--- config.mk ---
export PLATFORM = sky130hd
export DESIGN_NAME = window_signal_statistics
export DESIGN_NICKNAME = d
export VERILOG_FILES = /design/src/hw/rtl/wss_pkg.sv /design/src/hw/rtl/wss_front.sv /design/src/hw/rtl/wss_queue.sv /design/src/hw/rtl/wss_back.sv /design/src/hw/rtl/window_signal_statistics.sv
export SDC_FILE = /design/constraint.sdc
export NUM_CORES = 2
export LEC_CHECK = 0
export BUFFER_PORTS_ARGS = -buffer_cell sky130_fd_sc_hd__buf_2
export CORE_AREA = 2 2 365 367
export CTS_CLUSTER_SIZE = 40
export DETAILED_ROUTE_END_ITERATION = 8
export DIE_AREA = 0 0 367 369
export GPL_TIMING_DRIVEN = 0
export PLACE_DENSITY = 0.6
export SLEW_MARGIN = 15
export SYNTH_ARGS = -nofsm -noshare
export SYNTH_HDL_FRONTEND = slang
export SYNTH_SLANG_ARGS = --single-unit
--- constraint.sdc ---
create_clock -name clock -period 20.5 [get_ports clock]
set_input_delay 2.05 -clock clock [delete_from_list [all_inputs] [get_ports clock]]
set_output_delay 2.05 -clock clock [all_outputs]
set_load 0.01 [all_outputs]
--- src/hw/rtl/wss_pkg.sv ---
`timescale 1ns / 1ps
// Shared types and constants of the window signal statistics block.
package wss_pkg;

   // Window and field sizes
   localparam int MAX_WINDOW = 4096;
   localparam int SAMPLE_W   = 16;
   localparam int COUNT_W    = 13;
   localparam int SUM_W      = 29;
   localparam int SQ_SUM_W   = 43;
   localparam int MAG_SUM_W  = 28;
   localparam int SQUARE_W   = 31;
   localparam int INTERVAL_W = 16;
   localparam int ENERGY_W   = 58;
   localparam int AREA_W     = 43;
   localparam int DURATION_W = 28;

   // Square root sizes: radicand padded to an even width
   localparam int RAD_W   = 44;
   localparam int ROOT_W  = 22;
   localparam int RREM_W  = 23;

   // Sequencer step counts
   localparam int STEP_W = 6;
   localparam logic [STEP_W-1:0] MUL_LAST  = STEP_W'(INTERVAL_W - 1);
   localparam logic [STEP_W-1:0] DIV_LAST  = STEP_W'(SQ_SUM_W - 1);
   localparam logic [STEP_W-1:0] ROOT_LAST = STEP_W'(ROOT_W - 1);

   // Division passes
   localparam logic PASS_MEAN   = 1'b0;
   localparam logic PASS_SQUARE = 1'b1;

   typedef struct packed {
      logic signed [SAMPLE_W-1:0] sample;
      logic                       is_last;
   } wss_req_type;

   typedef struct packed {
      logic signed [15:0]          mean_value;
      logic [15:0]                 rms_value;
      logic [15:0]                 peak_magnitude;
      logic [ENERGY_W-1:0]         signal_energy;
      logic [AREA_W-1:0]           absolute_area;
      logic [DURATION_W-1:0]       duration;
      logic [COUNT_W-1:0]          window_count;
      logic                        result_valid;
   } wss_rsp_type;

   // Accumulator snapshot of one closed window
   typedef struct packed {
      logic signed [SUM_W-1:0] sum;
      logic [SQ_SUM_W-1:0]     square_sum;
      logic [MAG_SUM_W-1:0]    magnitude_sum;
      logic [SAMPLE_W-1:0]     peak;
      logic [COUNT_W-1:0]      count;
   } wss_window_type;

endpackage

--- src/hw/rtl/wss_front.sv ---
`timescale 1ns / 1ps
// Sample front end: magnitude and square stage, then window accumulators.
module wss_front (
   input  logic                    clock,
   input  logic                    reset,
   input  logic                    req_valid,
   output logic                    req_stall,
   input  wss_pkg::wss_req_type    req_data,
   output logic                    push_valid,
   output wss_pkg::wss_window_type push_data,
   input  logic                    queue_full
);
   import wss_pkg::*;

   logic                       stage_valid_ff, stage_valid_in;
   logic signed [SAMPLE_W-1:0] sample_ff;
   logic [SAMPLE_W-1:0]        mag_ff;
   logic [SQUARE_W-1:0]        square_ff;
   logic                       last_ff;

   logic signed [SUM_W-1:0]    sum_ff, sum_in;
   logic [SQ_SUM_W-1:0]        sq_sum_ff, sq_sum_in;
   logic [MAG_SUM_W-1:0]       mag_sum_ff, mag_sum_in;
   logic [SAMPLE_W-1:0]        peak_ff, peak_in;
   logic [COUNT_W-1:0]         count_ff, count_in;

   logic [SAMPLE_W-1:0]        mag_new;
   logic [2*SAMPLE_W-1:0]      prod_new;
   logic                       accept;
   logic                       retire;
   logic                       close;
   wss_window_type             next_win;

   // Magnitude and square of the incoming sample
   assign mag_new  = req_data.sample[SAMPLE_W-1] ? SAMPLE_W'(-req_data.sample)
                                                 : req_data.sample;
   assign prod_new = mag_new * mag_new;

   // Accumulator values including the staged sample
   always_comb begin
      next_win.sum           = sum_ff + SUM_W'(sample_ff);
      next_win.square_sum    = sq_sum_ff + SQ_SUM_W'(square_ff);
      next_win.magnitude_sum = mag_sum_ff + MAG_SUM_W'(mag_ff);
      next_win.peak          = (mag_ff > peak_ff) ? mag_ff : peak_ff;
      next_win.count         = count_ff + COUNT_W'(1);
   end

   // Close on the marked sample or on a full window
   assign close     = last_ff || (next_win.count == COUNT_W'(MAX_WINDOW));
   assign retire    = stage_valid_ff && !(close && queue_full);
   assign req_stall = stage_valid_ff && !retire;
   assign accept    = req_valid && !req_stall;

   assign push_valid = retire && close;
   assign push_data  = next_win;

   always_comb begin
      stage_valid_in = stage_valid_ff;
      if (accept) begin
         stage_valid_in = 1'b1;
      end else if (retire) begin
         stage_valid_in = 1'b0;
      end
   end

   // Advance accumulators, clear them when the window closes
   always_comb begin
      sum_in     = sum_ff;
      sq_sum_in  = sq_sum_ff;
      mag_sum_in = mag_sum_ff;
      peak_in    = peak_ff;
      count_in   = count_ff;
      if (retire) begin
         if (close) begin
            sum_in     = '0;
            sq_sum_in  = '0;
            mag_sum_in = '0;
            peak_in    = '0;
            count_in   = '0;
         end else begin
            sum_in     = next_win.sum;
            sq_sum_in  = next_win.square_sum;
            mag_sum_in = next_win.magnitude_sum;
            peak_in    = next_win.peak;
            count_in   = next_win.count;
         end
      end
   end

   always_ff @(posedge clock) begin
      if (reset) begin
         stage_valid_ff <= 1'b0;
         sum_ff         <= '0;
         sq_sum_ff      <= '0;
         mag_sum_ff     <= '0;
         peak_ff        <= '0;
         count_ff       <= '0;
      end else begin
         stage_valid_ff <= stage_valid_in;
         sum_ff         <= sum_in;
         sq_sum_ff      <= sq_sum_in;
         mag_sum_ff     <= mag_sum_in;
         peak_ff        <= peak_in;
         count_ff       <= count_in;
      end
   end

   // Hold the staged sample
   always_ff @(posedge clock) begin
      if (accept) begin
         sample_ff <= req_data.sample;
         mag_ff    <= mag_new;
         square_ff <= prod_new[SQUARE_W-1:0];
         last_ff   <= req_data.is_last;
      end
   end

endmodule

--- src/hw/rtl/wss_queue.sv ---
`timescale 1ns / 1ps
// Two-entry queue of closed window snapshots between front and back.
module wss_queue (
   input  logic                    clock,
   input  logic                    reset,
   input  logic                    push_valid,
   input  wss_pkg::wss_window_type push_data,
   output logic                    full,
   input  logic                    pop,
   output logic                    pop_valid,
   output wss_pkg::wss_window_type pop_data
);
   import wss_pkg::*;

   wss_window_type entry_ff [2];
   logic           wr_ptr_ff, wr_ptr_in;
   logic           rd_ptr_ff, rd_ptr_in;
   logic [1:0]     fill_ff, fill_in;
   logic           do_push;
   logic           do_pop;

   assign full      = (fill_ff == 2'd2);
   assign pop_valid = (fill_ff != 2'd0);
   assign pop_data  = entry_ff[rd_ptr_ff];
   assign do_push   = push_valid && !full;
   assign do_pop    = pop && pop_valid;

   // Advance pointers and fill level
   always_comb begin
      wr_ptr_in = do_push ? ~wr_ptr_ff : wr_ptr_ff;
      rd_ptr_in = do_pop ? ~rd_ptr_ff : rd_ptr_ff;
      fill_in   = fill_ff;
      if (do_push && !do_pop) begin
         fill_in = fill_ff + 2'd1;
      end else if (do_pop && !do_push) begin
         fill_in = fill_ff - 2'd1;
      end
   end

   always_ff @(posedge clock) begin
      if (reset) begin
         wr_ptr_ff <= 1'b0;
         rd_ptr_ff <= 1'b0;
         fill_ff   <= 2'd0;
      end else begin
         wr_ptr_ff <= wr_ptr_in;
         rd_ptr_ff <= rd_ptr_in;
         fill_ff   <= fill_in;
      end
   end

   always_ff @(posedge clock) begin
      if (do_push) begin
         entry_ff[wr_ptr_ff] <= push_data;
      end
   end

endmodule

--- src/hw/rtl/wss_back.sv ---
`timescale 1ns / 1ps
// Result sequencer: shift-add products, shared divider, square root, output register.
module wss_back (
   input  logic                           clock,
   input  logic                           reset,
   input  logic [wss_pkg::INTERVAL_W-1:0] interval,
   input  logic                           win_valid,
   input  wss_pkg::wss_window_type        win_data,
   output logic                           win_pop,
   output logic                           rsp_valid,
   input  logic                           rsp_stall,
   output wss_pkg::wss_rsp_type           rsp_data
);
   import wss_pkg::*;

   typedef enum logic [4:0] {
      ST_IDLE = 5'b00001,
      ST_MUL  = 5'b00010,
      ST_DIV  = 5'b00100,
      ST_ROOT = 5'b01000,
      ST_DONE = 5'b10000
   } state_type;

   state_type             state_ff, state_in;
   wss_window_type        win_ff, win_in;
   logic [STEP_W-1:0]     step_ff, step_in;
   logic [INTERVAL_W-1:0] ivl_ff, ivl_in;
   logic [ENERGY_W-1:0]   energy_ff, energy_in;
   logic [AREA_W-1:0]     area_ff, area_in;
   logic [DURATION_W-1:0] dur_ff, dur_in;
   logic                  pass_ff, pass_in;
   logic [SQ_SUM_W-1:0]   work_ff, work_in;
   logic [COUNT_W-1:0]    rem_ff, rem_in;
   logic [15:0]           mean_ff, mean_in;
   logic [RAD_W-1:0]      rad_ff, rad_in;
   logic [ROOT_W-1:0]     root_ff, root_in;
   logic [RREM_W-1:0]     rrem_ff, rrem_in;
   logic                  rsp_valid_ff, rsp_valid_in;
   wss_rsp_type           rsp_ff, rsp_in;

   logic [SUM_W-1:0]      sum_mag;
   logic                  out_free;

   logic [COUNT_W:0]      div_shift;
   logic [COUNT_W:0]      div_diff;
   logic                  div_take;
   logic [SQ_SUM_W-1:0]   div_quo;
   logic [COUNT_W-1:0]    div_rem;

   logic [RREM_W+1:0]     rt_shift;
   logic [RREM_W+1:0]     rt_trial;
   logic [RREM_W+1:0]     rt_diff;
   logic                  rt_take;

   assign sum_mag  = win_ff.sum[SUM_W-1] ? SUM_W'(-win_ff.sum) : win_ff.sum;
   assign out_free = !rsp_valid_ff || !rsp_stall;

   // One restoring divide step by the window count
   assign div_shift = {rem_ff, work_ff[SQ_SUM_W-1]};
   assign div_diff  = div_shift - {1'b0, win_ff.count};
   assign div_take  = (div_shift >= {1'b0, win_ff.count});
   assign div_rem   = div_take ? div_diff[COUNT_W-1:0] : div_shift[COUNT_W-1:0];
   assign div_quo   = {work_ff[SQ_SUM_W-2:0], div_take};

   // One digit of the square root
   assign rt_shift = {rrem_ff, rad_ff[RAD_W-1 -: 2]};
   assign rt_trial = (RREM_W+2)'({root_ff, 2'b01});
   assign rt_diff  = rt_shift - rt_trial;
   assign rt_take  = (rt_shift >= rt_trial);

   assign win_pop = (state_ff == ST_IDLE) && win_valid;

   always_comb begin
      state_in     = state_ff;
      win_in       = win_ff;
      step_in      = step_ff;
      ivl_in       = ivl_ff;
      energy_in    = energy_ff;
      area_in      = area_ff;
      dur_in       = dur_ff;
      pass_in      = pass_ff;
      work_in      = work_ff;
      rem_in       = rem_ff;
      mean_in      = mean_ff;
      rad_in       = rad_ff;
      root_in      = root_ff;
      rrem_in      = rrem_ff;
      rsp_valid_in = rsp_valid_ff && rsp_stall;
      rsp_in       = rsp_ff;

      unique case (state_ff)
         ST_IDLE: begin
            // Take the next closed window
            if (win_valid) begin
               win_in    = win_data;
               ivl_in    = interval;
               energy_in = '0;
               area_in   = '0;
               dur_in    = '0;
               step_in   = '0;
               state_in  = ST_MUL;
            end
         end
         ST_MUL: begin
            // Multiply by the interval, one bit from the top each step
            energy_in = {energy_ff[ENERGY_W-2:0], 1'b0}
                      + (ivl_ff[INTERVAL_W-1] ? ENERGY_W'(win_ff.square_sum) : '0);
            area_in   = {area_ff[AREA_W-2:0], 1'b0}
                      + (ivl_ff[INTERVAL_W-1] ? AREA_W'(win_ff.magnitude_sum) : '0);
            dur_in    = {dur_ff[DURATION_W-2:0], 1'b0}
                      + (ivl_ff[INTERVAL_W-1] ? DURATION_W'(win_ff.count) : '0);
            ivl_in    = {ivl_ff[INTERVAL_W-2:0], 1'b0};
            step_in   = step_ff + STEP_W'(1);
            if (step_ff == MUL_LAST) begin
               step_in  = '0;
               work_in  = SQ_SUM_W'(sum_mag);
               rem_in   = '0;
               pass_in  = PASS_MEAN;
               state_in = ST_DIV;
            end
         end
         ST_DIV: begin
            work_in = div_quo;
            rem_in  = div_rem;
            step_in = step_ff + STEP_W'(1);
            if (step_ff == DIV_LAST) begin
               step_in = '0;
               if (pass_ff == PASS_MEAN) begin
                  // Mean done: restore sign, start the mean square
                  mean_in = win_ff.sum[SUM_W-1] ? 16'(-div_quo) : div_quo[15:0];
                  work_in = win_ff.square_sum;
                  rem_in  = '0;
                  pass_in = PASS_SQUARE;
               end else begin
                  rad_in   = RAD_W'(div_quo);
                  root_in  = '0;
                  rrem_in  = '0;
                  state_in = ST_ROOT;
               end
            end
         end
         ST_ROOT: begin
            rad_in  = {rad_ff[RAD_W-3:0], 2'b00};
            root_in = {root_ff[ROOT_W-2:0], rt_take};
            rrem_in = rt_take ? rt_diff[RREM_W-1:0] : rt_shift[RREM_W-1:0];
            step_in = step_ff + STEP_W'(1);
            if (step_ff == ROOT_LAST) begin
               step_in  = '0;
               state_in = ST_DONE;
            end
         end
         ST_DONE: begin
            // Hand over the result once the output register is free
            if (out_free) begin
               rsp_valid_in = 1'b1;
               if (interval != '0) begin
                  rsp_in.mean_value     = mean_ff;
                  rsp_in.rms_value      = root_ff[15:0];
                  rsp_in.peak_magnitude = win_ff.peak;
                  rsp_in.signal_energy  = energy_ff;
                  rsp_in.absolute_area  = area_ff;
                  rsp_in.duration       = dur_ff;
                  rsp_in.window_count   = win_ff.count;
                  rsp_in.result_valid   = 1'b1;
               end else begin
                  rsp_in = '0;
               end
               state_in = ST_IDLE;
            end
         end
         default: begin
            state_in = ST_IDLE;
         end
      endcase
   end

   always_ff @(posedge clock) begin
      if (reset) begin
         state_ff     <= ST_IDLE;
         step_ff      <= '0;
         pass_ff      <= PASS_MEAN;
         rsp_valid_ff <= 1'b0;
      end else begin
         state_ff     <= state_in;
         step_ff      <= step_in;
         pass_ff      <= pass_in;
         rsp_valid_ff <= rsp_valid_in;
      end
   end

   always_ff @(posedge clock) begin
      win_ff    <= win_in;
      ivl_ff    <= ivl_in;
      energy_ff <= energy_in;
      area_ff   <= area_in;
      dur_ff    <= dur_in;
      work_ff   <= work_in;
      rem_ff    <= rem_in;
      mean_ff   <= mean_in;
      rad_ff    <= rad_in;
      root_ff   <= root_in;
      rrem_ff   <= rrem_in;
      rsp_ff    <= rsp_in;
   end

   assign rsp_valid = rsp_valid_ff;
   assign rsp_data  = rsp_ff;

endmodule

--- src/hw/rtl/window_signal_statistics.sv ---
`timescale 1ns / 1ps
// Top level of the window signal statistics block.
//
// Gathers sum, sum of squares, sum of magnitudes, peak magnitude and count over a
// window of signed samples and emits one result when a sample marked is_last
// arrives or the window reaches 4096 samples. The front end takes one sample per
// cycle unless a closing window meets a full queue (a magnitude/square stage,
// then the accumulators). Each closed window is handed through a two-entry
// queue to a sequencer that takes the window, runs 16 shift-add steps for the
// interval products, two 43-step divisions by the count on one shared divider
// and 22 square-root steps, then loads the output register. Windows shorter than
// its run stall the input once the queue is full. A sample_interval of zero
// yields an all-zero result. Write csr_write_en only while no window is in flight.
module window_signal_statistics (
   input  logic                           clock,
   input  logic                           reset,
   input  logic                           req_valid,
   output logic                           req_stall,
   input  wss_pkg::wss_req_type           req_data,
   output logic                           rsp_valid,
   input  logic                           rsp_stall,
   output wss_pkg::wss_rsp_type           rsp_data,
   input  logic                           csr_write_en,
   input  logic [wss_pkg::INTERVAL_W-1:0] csr_write_data
);
   import wss_pkg::*;

   logic [INTERVAL_W-1:0] interval_ff;
   logic                  push_valid;
   wss_window_type        push_data;
   logic                  queue_full;
   logic                  pop;
   logic                  pop_valid;
   wss_window_type        pop_data;

   // Hold the sample interval register
   always_ff @(posedge clock) begin
      if (reset) begin
         interval_ff <= INTERVAL_W'(1);
      end else if (csr_write_en) begin
         interval_ff <= csr_write_data;
      end
   end

   wss_front u_front (
      .clock      (clock),
      .reset      (reset),
      .req_valid  (req_valid),
      .req_stall  (req_stall),
      .req_data   (req_data),
      .push_valid (push_valid),
      .push_data  (push_data),
      .queue_full (queue_full)
   );

   wss_queue u_queue (
      .clock      (clock),
      .reset      (reset),
      .push_valid (push_valid),
      .push_data  (push_data),
      .full       (queue_full),
      .pop        (pop),
      .pop_valid  (pop_valid),
      .pop_data   (pop_data)
   );

   wss_back u_back (
      .clock     (clock),
      .reset     (reset),
      .interval  (interval_ff),
      .win_valid (pop_valid),
      .win_data  (pop_data),
      .win_pop   (pop),
      .rsp_valid (rsp_valid),
      .rsp_stall (rsp_stall),
      .rsp_data  (rsp_data)
   );

endmodule
==> impl_metrics.toml <==
[drt]
routed_wl_microns = 150000
vias_per_cell = 5.36
ant_nets = 0
drt_iter0_drc = 2879
vias = 40600
wire_per_inst_microns = 19.8
drt-pass1-iter-count = 5
drc = 0

[power_and_ir_drop]
vdd_ir_drop_max_mv = 0.239
total_power_mw = 10.1
power.share.switching = 0.383
power.internal_mw = 6.25
leakage_nw = 26.7
netSwitchingPower_mw = 3.88
combPwrFrac = 0.464
power_density_mw_per_mm2 = 148
clkPwrFrac = 0.218
power.share.sequential = 0.317

[worst_setup_path]
startpoint_type = "primary input"
r2r_cells = 17
worst_path_max_delay_cell = "clkinv_1"
r2r-end = "u_back.mean_ff[10]$_DFFE_PP_"
slowest_delay_ns = 0.75
r2r_slack_ns = 15.32
cp_data_required_time_ns = 20.97
critPathKind = "in2reg"
cpMostUsedCell = "fa_1"
crit_path_end_kind = "flip-flop"
cp_max_fo = 11
worstPathArrival_ns = 11.03
r2r-start = "u_back.win_ff[0]$_DFFE_PP_"

[yosys]
ys_seq_area_frac = 0.525
yosysWarnings = 0
async_flop_share = 0
synth_edf_count = 945
syn_area_sq_mm = 0.0602
syn_inst = 5325
syn_avg_cell_area_sq_um = 11.3
synth_ff_type = "edfxtp_1"
ys_types = 85
ys_seq_elements = 1108

[clock_tree]
cts_hold_buffers = 0
clk_latency_ns = 0.73
h-tree-depth = 3
clock-sinks = 1108
path_clk_slew_ns = 0.06
cts_tree = "done"
post_cts_buffers = 0
cts_resized = 0
clk_path_buf_depth = 3
clock-root-buffer = "clkbuf_16"
numCtsBuffers = 115

[min_path]
hold_end = "u_front.sum_ff[25]$_SDFFE_PP0P_"
hold_class = "reg2reg"
min_path_cells = 1
hp-start = "u_front.sum_ff[25]$_SDFFE_PP0P_"

[die]
die_x_microns = 367
start_util = 0.459
die-area_sq_mm = 0.135
die_y_microns = 369
io_pins = 231
num_rows = 133
core_sq_mm = 0.131

[grt]
grt_pass1_wl_microns = 228000
grt_pass1_vias = 39500
track_usage = 0.217
antenna_found_initial = 5
grt_max_degree = 72
grt_overflow = 0

[timing]
tightestPinTransition_ns = 1.24
fin_crit_ns = 10.56
setup_viol = 0
rsz0062_at_grt = "false"
fin_worst_skew_ns = 0.0237
maxSlewHeadroom = 0.170
finalMaxSlewViolations = 0
fin_setup_tns_ns = 0
finalHoldViolCount = 0
fmax_ghz = 0.0947
fin_crit_sh = 0.515

[final_layout]
final_common_cell = "edfxtp_1"
fillers = 11600
final_nets = 6229
drive_gt1_frac = 0.116
areaGrowthSynthToFinish_pct = 13.6
multi_input_area_sq_mm = 0.0264
final_cell_mix = "edfxtp_1 (945), nand2_1 (537), nor2_1 (424)"
final-seq-area_sq_mm = 0.0316

[run_status]
run_status = "completed"

[place]
dpl.hpwl_microns = 113000
place_congestion = 0.909
io_buffers = 229

[job]
max_cap_viol_count = 0
## worst max-delay path: cells and delay by family
family | cells | cell delay [ns]
XOR/XNOR | 2 | 0.75
buffers and inverters | 7 | 1.79
adder cells (fa/ha/maj) | 8 | 3.83
AND/OR/NAND/NOR | 5 | 0.62
AO/OA/AOI/OAI | 7 | 1.99
## power by group through the flow
stage	registers (mW)	clock network (mW)	logic [mW]
6_report	3.22	2.21	4.70
3_5_place_dp	3.26	0	4.67
3_3_place_gp	3.34	0	4.58
2_1_floorplan	3.22	0	3.57
4_1_cts	3.22	2.26	4.71
5_1_grt	3.24	2.34	5.33
## synthesized netlist by cell type, types with 144 or more instances
cell type	count	area, sq um
a21oi_1	262	1310
and2_1	284	1780
clkbuf_1	173	649
dfxtp_1	163	3260
edfxtp_1	945	28400
fa_1	171	3420
ha_1	311	3890
inv_1	376	1410
mux2_2	144	1620
nand2_1	540	2030
nor2_1	428	1610
o21ai_0	158	791
xnor2_1	209	1830
## cell families after synthesis
group           share of synthesized area
other cells                      0.000125
buf+inv                            0.0386
flops                               0.525
simple gates                        0.135
xor+xnor                           0.0449
compound gates                      0.102
mux                                0.0329
fa+ha+maj                           0.121
## per-stage QoR
step | hold slack, ns | utilization | setup WS [ns] | cell area [sq um] | instances
2_1_floorplan | 0.442 | - | 8.68 | 60300 | 5334
3_3_place_gp | 0.459 | 0.485 | 3.54 | 63600 | 7318
3_5_place_dp | 0.466 | 0.491 | 9.14 | 64400 | 7347
4_1_cts | 0.484 | 0.522 | 9.93 | 68400 | 7565
5_1_grt | 0.506 | 0.522 | 9.54 | 68400 | 7565
6_report | 0.484 | 0.522 | 9.94 | 68400 | 7569
## cell type report
cell class,count,area share
multi-input cells,3627,0.386
clock inverters,71,0.0123
repair buffers,258,0.0266
diodes,4,0.000146
well taps,1755,0.0321
flip-flops and latches,1108,0.462
plain buffers,215,0.0130
inverters,384,0.0212
clock buffers,147,0.0467
## routing by layer
layer	GRT usage	vias to the layer above	routed length [microns]
met4	0.0802	2	4910
met5	0	-	9
met2	0.354	978	69700
met3	0.0281	214	7280
li1	-	19700	-
met1	0.298	19700	67600
## worst max path at each step
stage / start / to / slack, ns / cells past startpoint
floorplan: rsp_stall / u_back.rsp_data[0]$_DFFE_PP_ / 8.68 / 1
global placement: rsp_stall / u_back.rsp_data[94]$_SDFFCE_PN0P_ / 3.54 / 2
detailed placement: req_data[1] / u_front.square_ff[27]$_DFFE_PP_ / 9.14 / 29
CTS: req_data[1] / u_front.square_ff[27]$_DFFE_PP_ / 9.93 / 29
global route: req_data[1] / u_front.square_ff[29]$_DFFE_PP_ / 9.54 / 29
finish: req_data[1] / u_front.square_ff[27]$_DFFE_PP_ / 9.94 / 29
## registers in the layout, indices dropped and copies added, names as in the netlist, 23 cells and up
name and flops:
u_back.area_ff 43, u_back.dur_ff 28, u_back.energy_ff 58, u_back.rad_ff 44
u_back.rrem_ff 23, u_back.rsp_data 191, u_back.win_ff 129, u_back.work_ff 43
u_front.mag_sum_ff 28, u_front.sq_sum_ff 43, u_front.square_ff 30, u_front.sum_ff 29
u_queue.entry_ff 258
Note: power is estimated with default switching activity, not from simulation.
